==> src/rtl/drkg_pkg.sv <==
`timescale 1ns / 1ps
// Shared types, permutation tables and helper functions for the DES round key generator.
// No dependencies; every rtl file refers to this package by scoped names.
package drkg_pkg;

   localparam int KEY_W   = 64;
   localparam int HALF_W  = 28;
   localparam int CD_W    = 2 * HALF_W;
   localparam int SUB_W   = 48;
   localparam int RND_W   = 5;
   localparam int ROUNDS  = 16;
   localparam int RIDX_W  = $clog2(ROUNDS);
   localparam int REQ_TDATA_W = 64;
   localparam int RSP_TDATA_W = 56;

   // PC-1: DES bit numbers, bit 1 is the msb of the key
   localparam logic [6:0] PC1_TAB [CD_W] = '{
      7'd57, 7'd49, 7'd41, 7'd33, 7'd25, 7'd17, 7'd9,  7'd1,
      7'd58, 7'd50, 7'd42, 7'd34, 7'd26, 7'd18, 7'd10, 7'd2,
      7'd59, 7'd51, 7'd43, 7'd35, 7'd27, 7'd19, 7'd11, 7'd3,
      7'd60, 7'd52, 7'd44, 7'd36, 7'd63, 7'd55, 7'd47, 7'd39,
      7'd31, 7'd23, 7'd15, 7'd7,  7'd62, 7'd54, 7'd46, 7'd38,
      7'd30, 7'd22, 7'd14, 7'd6,  7'd61, 7'd53, 7'd45, 7'd37,
      7'd29, 7'd21, 7'd13, 7'd5,  7'd28, 7'd20, 7'd12, 7'd4
   };

   // PC-2: bit numbers into the merged C:D value, bit 1 is its msb
   localparam logic [6:0] PC2_TAB [SUB_W] = '{
      7'd14, 7'd17, 7'd11, 7'd24, 7'd1,  7'd5,  7'd3,  7'd28,
      7'd15, 7'd6,  7'd21, 7'd10, 7'd23, 7'd19, 7'd12, 7'd4,
      7'd26, 7'd8,  7'd16, 7'd7,  7'd27, 7'd20, 7'd13, 7'd2,
      7'd41, 7'd52, 7'd31, 7'd37, 7'd47, 7'd55, 7'd30, 7'd40,
      7'd51, 7'd45, 7'd33, 7'd48, 7'd44, 7'd49, 7'd39, 7'd56,
      7'd34, 7'd53, 7'd46, 7'd42, 7'd50, 7'd36, 7'd29, 7'd32
   };

   // bit r set: round r+1 rotates by two, else by one
   localparam logic [ROUNDS-1:0] ROT_TWO = 16'h7EFC;

   typedef struct packed {
      logic [CD_W-1:0]  cd;
      logic [RND_W-1:0] round_num;
      logic             last;
   } beat_type;

   function automatic logic [CD_W-1:0] pc1(input logic [KEY_W-1:0] key);
      logic [CD_W-1:0] sel;
      sel = '0;
      for (int i = 0; i < CD_W; i++) begin
         sel[CD_W-1-i] = key[6'(7'(KEY_W) - PC1_TAB[i])];
      end
      return sel;
   endfunction

   function automatic logic [SUB_W-1:0] pc2(input logic [CD_W-1:0] cd);
      logic [SUB_W-1:0] sub;
      sub = '0;
      for (int i = 0; i < SUB_W; i++) begin
         sub[SUB_W-1-i] = cd[6'(7'(CD_W) - PC2_TAB[i])];
      end
      return sub;
   endfunction

   function automatic logic [HALF_W-1:0] rotl_half(input logic [HALF_W-1:0] v,
                                                   input logic two);
      return two ? {v[HALF_W-3:0], v[HALF_W-1:HALF_W-2]}
                 : {v[HALF_W-2:0], v[HALF_W-1]};
   endfunction

   function automatic logic [CD_W-1:0] rotl_cd(input logic [CD_W-1:0] cd,
                                               input logic two);
      return {rotl_half(cd[CD_W-1:HALF_W], two), rotl_half(cd[HALF_W-1:0], two)};
   endfunction

endpackage

==> src/rtl/drkg_pc1_stage.sv <==
`timescale 1ns / 1ps
// Input register: applies PC-1 to an accepted key and holds the C:D halves.
// Depends on drkg_pkg.
module drkg_pc1_stage (
   input  logic                       clock,
   input  logic                       reset,
   input  logic                       in_valid,
   output logic                       in_ready,
   input  logic [drkg_pkg::KEY_W-1:0] in_key,
   output logic                       out_valid,
   input  logic                       out_ready,
   output logic [drkg_pkg::CD_W-1:0]  out_cd
);

   logic                      valid_ff, valid_in;
   logic [drkg_pkg::CD_W-1:0] cd_ff, cd_in;
   logic                      take;

   assign in_ready = !valid_ff || out_ready;
   assign take     = in_valid && in_ready;

   always_comb begin
      valid_in = valid_ff;
      cd_in    = cd_ff;
      if (take) begin
         valid_in = 1'b1;
         cd_in    = drkg_pkg::pc1(in_key);
      end else if (out_ready) begin
         valid_in = 1'b0;
      end
   end

   always_ff @(posedge clock) begin
      if (reset) begin
         valid_ff <= 1'b0;
      end else begin
         valid_ff <= valid_in;
      end
      cd_ff <= cd_in;
   end

   assign out_valid = valid_ff;
   assign out_cd    = cd_ff;

endmodule

==> src/rtl/drkg_round_seq.sv <==
`timescale 1ns / 1ps
// Round sequencer: rotates C:D once per cycle unless stalled, 16 beats per key.
// Depends on drkg_pkg (rotation schedule, beat_type).
module drkg_round_seq (
   input  logic                      clock,
   input  logic                      reset,
   input  logic                      in_valid,
   output logic                      in_ready,
   input  logic [drkg_pkg::CD_W-1:0] in_cd,
   output logic                      out_valid,
   input  logic                      out_ready,
   output drkg_pkg::beat_type        out_beat
);

   logic                        busy_ff, busy_in;
   logic [drkg_pkg::RIDX_W-1:0] rnd_ff, rnd_in;
   logic [drkg_pkg::CD_W-1:0]   cd_ff, cd_in;
   logic                        bvalid_ff, bvalid_in;
   drkg_pkg::beat_type          beat_ff, beat_in;

   logic                        adv;
   logic                        issue;
   logic [drkg_pkg::CD_W-1:0]   src_cd;
   logic [drkg_pkg::RIDX_W-1:0] src_rnd;
   logic [drkg_pkg::CD_W-1:0]   rot_cd;
   logic                        is_last;

   assign adv      = !bvalid_ff || out_ready;
   // a new key is taken once busy_ff has cleared after the last round issues
   assign in_ready = adv && !busy_ff;
   assign issue    = adv && (busy_ff || in_valid);
   assign src_cd   = busy_ff ? cd_ff : in_cd;
   assign src_rnd  = busy_ff ? rnd_ff : '0;
   assign rot_cd   = drkg_pkg::rotl_cd(src_cd, drkg_pkg::ROT_TWO[src_rnd]);
   assign is_last  = (src_rnd == drkg_pkg::RIDX_W'(drkg_pkg::ROUNDS - 1));

   always_comb begin
      busy_in   = busy_ff;
      rnd_in    = rnd_ff;
      cd_in     = cd_ff;
      bvalid_in = bvalid_ff;
      beat_in   = beat_ff;
      if (issue) begin
         busy_in           = !is_last;
         rnd_in            = src_rnd + 1'b1;
         cd_in             = rot_cd;
         bvalid_in         = 1'b1;
         beat_in.cd        = rot_cd;
         beat_in.round_num = drkg_pkg::RND_W'(src_rnd) + 1'b1;
         beat_in.last      = is_last;
      end else if (out_ready) begin
         bvalid_in = 1'b0;
      end
   end

   always_ff @(posedge clock) begin
      if (reset) begin
         busy_ff   <= 1'b0;
         bvalid_ff <= 1'b0;
      end else begin
         busy_ff   <= busy_in;
         bvalid_ff <= bvalid_in;
      end
      rnd_ff  <= rnd_in;
      cd_ff   <= cd_in;
      beat_ff <= beat_in;
   end

   assign out_valid = bvalid_ff;
   assign out_beat  = beat_ff;

endmodule

==> src/rtl/drkg_pc2_stage.sv <==
`timescale 1ns / 1ps
// Output register: applies PC-2 to a rotated C:D beat and holds the round key.
// Depends on drkg_pkg.
module drkg_pc2_stage (
   input  logic                       clock,
   input  logic                       reset,
   input  logic                       in_valid,
   output logic                       in_ready,
   input  drkg_pkg::beat_type         in_beat,
   output logic                       out_valid,
   input  logic                       out_ready,
   output logic [drkg_pkg::SUB_W-1:0] out_key,
   output logic [drkg_pkg::RND_W-1:0] out_round,
   output logic                       out_last
);

   logic                       valid_ff, valid_in;
   logic [drkg_pkg::SUB_W-1:0] key_ff, key_in;
   logic [drkg_pkg::RND_W-1:0] round_ff, round_in;
   logic                       last_ff, last_in;
   logic                       take;

   assign in_ready = !valid_ff || out_ready;
   assign take     = in_valid && in_ready;

   always_comb begin
      valid_in = valid_ff;
      key_in   = key_ff;
      round_in = round_ff;
      last_in  = last_ff;
      if (take) begin
         valid_in = 1'b1;
         key_in   = drkg_pkg::pc2(in_beat.cd);
         round_in = in_beat.round_num;
         last_in  = in_beat.last;
      end else if (out_ready) begin
         valid_in = 1'b0;
      end
   end

   always_ff @(posedge clock) begin
      if (reset) begin
         valid_ff <= 1'b0;
      end else begin
         valid_ff <= valid_in;
      end
      key_ff   <= key_in;
      round_ff <= round_in;
      last_ff  <= last_in;
   end

   assign out_valid = valid_ff;
   assign out_key   = key_ff;
   assign out_round = round_ff;
   assign out_last  = last_ff;

endmodule

==> src/rtl/des_round_key_generator.sv <==
`timescale 1ns / 1ps
// DES key schedule. One 64-bit key beat in on the req_ channel (DES bit 1 is
// req_tdata[63]); sixteen subkey beats out on the rsp_ channel, rounds 1..16
// in order, rsp_tlast high on round 16.
// Pipeline: PC-1 input register -> round sequencer (one rotation per cycle)
// -> PC-2 output register, all held while rsp_tready is low. Round 1 of a key
// reaches rsp_ via the beat and PC-2 registers; rounds follow one per cycle.
// The sequencer issues one round per cycle while not stalled and takes no
// new key until the last round of the current key has issued. The next key
// can wait in the input register meanwhile, so successive keys stream with
// no gap between the last round of one key and the first round of the next.
// A low rsp_tready holds every stage in place; the stall backs up into
// req_tready and no beat is dropped or repeated.
// Reset clears all valid flags and the sequencer; a key in flight is lost.
// Nothing is carried from one key to the next.
// Depends on drkg_pkg, drkg_pc1_stage, drkg_round_seq, drkg_pc2_stage.
module des_round_key_generator (
   input  logic                             clock,
   input  logic                             reset,
   input  logic                             req_tvalid,
   output logic                             req_tready,
   input  logic [drkg_pkg::REQ_TDATA_W-1:0] req_tdata,  // [63:0] cipher_key
   output logic                             rsp_tvalid,
   input  logic                             rsp_tready,
   output logic [drkg_pkg::RSP_TDATA_W-1:0] rsp_tdata,  // [47:0] subkey,
                                                        // [52:48] round_number,
                                                        // [55:53] zero
   output logic                             rsp_tlast   // last_round
);

   logic                       p1_valid, p1_ready;
   logic [drkg_pkg::CD_W-1:0]  p1_cd;
   logic                       sq_valid, sq_ready;
   drkg_pkg::beat_type         sq_beat;
   logic [drkg_pkg::SUB_W-1:0] out_key;
   logic [drkg_pkg::RND_W-1:0] out_round;

   drkg_pc1_stage u_pc1 (
      .clock     (clock),
      .reset     (reset),
      .in_valid  (req_tvalid),
      .in_ready  (req_tready),
      .in_key    (req_tdata),
      .out_valid (p1_valid),
      .out_ready (p1_ready),
      .out_cd    (p1_cd)
   );

   drkg_round_seq u_seq (
      .clock     (clock),
      .reset     (reset),
      .in_valid  (p1_valid),
      .in_ready  (p1_ready),
      .in_cd     (p1_cd),
      .out_valid (sq_valid),
      .out_ready (sq_ready),
      .out_beat  (sq_beat)
   );

   drkg_pc2_stage u_pc2 (
      .clock     (clock),
      .reset     (reset),
      .in_valid  (sq_valid),
      .in_ready  (sq_ready),
      .in_beat   (sq_beat),
      .out_valid (rsp_tvalid),
      .out_ready (rsp_tready),
      .out_key   (out_key),
      .out_round (out_round),
      .out_last  (rsp_tlast)
   );

   assign rsp_tdata = {3'b000, out_round, out_key};

endmodule
==> config.mk <==
export PLATFORM = sky130hd
export DESIGN_NAME = des_round_key_generator
export DESIGN_NICKNAME = d
export VERILOG_FILES = /design/src/rtl/drkg_pkg.sv /design/src/rtl/drkg_pc1_stage.sv /design/src/rtl/drkg_round_seq.sv /design/src/rtl/drkg_pc2_stage.sv /design/src/rtl/des_round_key_generator.sv
export SDC_FILE = /design/constraint.sdc
export NUM_CORES = 1
export LEC_CHECK = 0
export ABC_AREA = 1
export BUFFER_PORTS_ARGS = -buffer_cell sky130_fd_sc_hd__buf_2
export CAP_MARGIN = 20
export CORE_UTILIZATION = 40
export DETAILED_ROUTE_END_ITERATION = 16
export PLACE_DENSITY = 0.68
export SYNTH_ARGS = -nofsm -noshare
export SYNTH_HDL_FRONTEND = slang
export SYNTH_HIERARCHICAL = 1
export SYNTH_SLANG_ARGS = --single-unit
==> constraint.sdc <==
create_clock -name clock -period 5.4 [get_ports clock]
set_input_delay 0.54 -clock clock [delete_from_list [all_inputs] [get_ports clock]]
set_output_delay 0.54 -clock clock [all_outputs]
set_load 0.005 [all_outputs]
==> out/results.ini <==
[clock_network]
clock-sinks = 175
root_buffer = clkbuf_16
clkTransAtPathRegs_ns = 0.07
clk-insertion-delay-late_ns = 0.42
numCtsBuffers = 17
postCtsSetupRepairBufs = 0
post_cts_resized = 0
htree_levels = 4
cts_hold_buf = 0
cts_tree = done
clk_path_buf_depth = 2

[worst_setup_path]
crit_chain = buf_4 > nand2_2 > nand2_1 > nand2_2 > nand2_2 > buf_4 > nand2_4 > nand2_1 > nand2_1
cp.required_ns = 5.56
timing.rr.start = u_seq/busy_ff
critPathLaunch = u_seq/busy_ff
crit_fanout = 57
cp-start-kind = flop
slowest_delay_ns = 0.69
arrival_ns = 3.51
endpoint_kind = flop
crit_family = simple AND/OR/NAND/NOR gates
cp_slowest_cell = dfxtp_2
critical_path_class = reg2reg
cp_num_buf_inv = 2

[sta]
finClkSkew_ns = 0.008784
drv_slew = 0
slew_headroom_pct = 33.49
final-setup-viol-count = 0
setup_ws_ns = 2.058
fmax_mhz = 299.2
period_share_pct = 61.90
layout_min_cycle_time_ns = 3.342
worstMarginPinSlew_ns = 0.9954
rsz0062_at_grt = false
finalHoldViolCount = 0
tns_ns = 0

[logic_synthesis]
synth-compound-area-share_pct = 0.4603
yosysWarnings = 6
netlist_instances = 594
syn-mean-instance-area_um2 = 11.90
yosys.cell_types.count = 22
yosysSeqAreaShare_pct = 73.80
synth_xor_area_share_pct = 0.1239
synthMuxAreaShare_pct = 0
synth-simple-area-share_pct = 21.74
synth_seq_cells = 175
synth_top_family_by_area = simple AND/OR/NAND/NOR gates
synth_flop_cell = edfxtp_1
synth_area_um2 = 7067
synth_edf_count = 171
synth_fa_ha_area_share_pct = 0.1771
async_reset_ff_share_pct = 0

[global_route]
grt_max_degree = 62
antenna_found_initial = 0
grt_use_total_pct = 16.36
grt_pass1_vias = 4253
grt_pass1_wl_um = 22160
gr-total-overflow = 0

[layout]
layout.nets = 773
final_area_um2 = 8437
seq_area_um2 = 5216
antenna_cells = 0
drive_above_1_share_pct = 24.55
fill_cells = 1586
syn_to_final_growth_pct = 19.39
multi_input_area_um2 = 1632

[route]
dr.first_iter.drc_count = 303
viasPerCell = 4.708
drc_errors = 0
wirelength_um = 14390
ant_nets = 0
firstDrtPassIters = 6
vias = 4435
wire_per_inst_um = 15.28

[place]
gp_congestion = 0.7311
place_ws_ns = 2.083
hpwl_um = 8182
placed_area_um2 = 7787
portBuffers = 115

[hold_path]
hp-start = req_tdata[18]
hold_path.class = in2reg

[power]
p_int_mw = 2.563
total_leakage_power_nw = 3.595
swShare_pct = 22.73
power_switching_mw = 0.7541
combPwrFrac_pct = 9.5
p_seq_share_pct = 51.1
power_frac_clock_pct = 39.4
peakVddDrop_mv = 0.3075
power_density_nw_per_um2 = 393.2

[floorplan]
fp.coreArea_um2 = 17300
row_count = 48
io-pin-count = 127
die_w_um = 134.9
die_area_um2 = 18200
die_h_um = 134.9
initial_core_util_pct = 40.86

[outcome]
status = finished, final reports clean

[run]
drv_cap = 0

## power groups by stage
stage / Sequential, mW / Combinational, mW / Clock (mW)
final: 1.70 / 0.314 / 1.31
after global routing: 1.71 / 0.355 / 1.40
after CTS: 1.70 / 0.315 / 1.34
after detailed placement: 1.72 / 0.312 / 0
after global placement: 1.72 / 0.305 / 0
after floorplan: 1.72 / 0.217 / 0
## layout make-up
type | count | area share (%)
clock inverters | 11 | 2.239
repair buffers | 122 | 7.593
inverters | 10 | 0.4449
multi-input cells | 378 | 19.34
flip-flops and latches | 175 | 61.83
clock buffers | 21 | 5.220
well taps | 225 | 3.337
## registers in the layout, indices dropped and copies added, names as in the netlist
register / count
u_pc2/out_last: 1
u_seq/out_beat: 58
u_seq/busy_ff: 1
u_seq/rnd_ff: 3
u_pc1/out_valid: 1
u_seq/out_valid: 1
u_pc2/out_round: 5
u_pc1/out_cd: 56
u_pc2/out_key: 48
u_pc2/out_valid: 1
## per-layer routing
layer | track usage [%] | up-vias | share of wire, %
li1 | - | 2219 | -
met1 | 21.52 | 2089 | 47
met2 | 26.49 | 121 | 48
met3 | 4.354 | 6 | 4.4
met4 | 4.994 | 0 | 0.74
met5 | 0 | - | 0
## worst paths after layout
check	end	slack (ns)	cells past startpoint
max	u_seq/out_beat[14]	2.06	9
min	u_pc1/out_cd[17]	0.29	1
max reg2reg	u_seq/out_beat[14]	2.06	9
min reg2reg	u_pc2/out_key[37]	0.45	0
## cells in the mapped netlist, types with 3 or more instances
library cell,number,share of area [%]
a21oi_1,3,0.21
buf_2,16,1.1
buf_4,6,0.64
clkbuf_1,6,0.32
dfxtp_1,4,1.1
edfxtp_1,171,73
inv_1,6,0.32
inv_2,4,0.21
nand2_1,292,16
nand2_2,5,0.44
nand3_1,51,3.6
nand3_2,11,1.6
nor2_1,7,0.37
## placed cells by master (no fill, tap or decap), drive strengths merged
cell,count
nand2,298
edfxtp,171
buf,122
nand3,62
clkbuf,21
inv,10
nor2,7
bufinv,5
clkinv,5
a21oi,5
dfxtp,4
conb,3
clkinvlp,1
nand4,1
xor2,1
ha,1
## metrics by stage
| stage | power (mW) | instances | util [%] | hold WS, ns |
|---|---|---|---|---|
| CTS | 3.356 | 941 | 48.66 | 0.2728 |
| detailed placement | 2.036 | 909 | 45.02 | 0.4348 |
| global placement | 2.025 | 909 | 45.02 | 0.4322 |
| finish | 3.317 | 942 | 48.78 | 0.2925 |
| global route | 3.457 | 942 | 48.78 | 0.2613 |
| floorplan | 1.933 | 596 | - | 0.4268 |
## kinds of logic after synthesis
kind of cell	count (synthesis)
AO/OA/AOI/OAI	5
XOR/XNOR	1
adder cells (fa/ha/maj)	1
buffers and inverters	43
flip-flops	175
other	1
AND/OR/NAND/NOR	368
No activity file was read; power rests on OpenSTA's default activity.
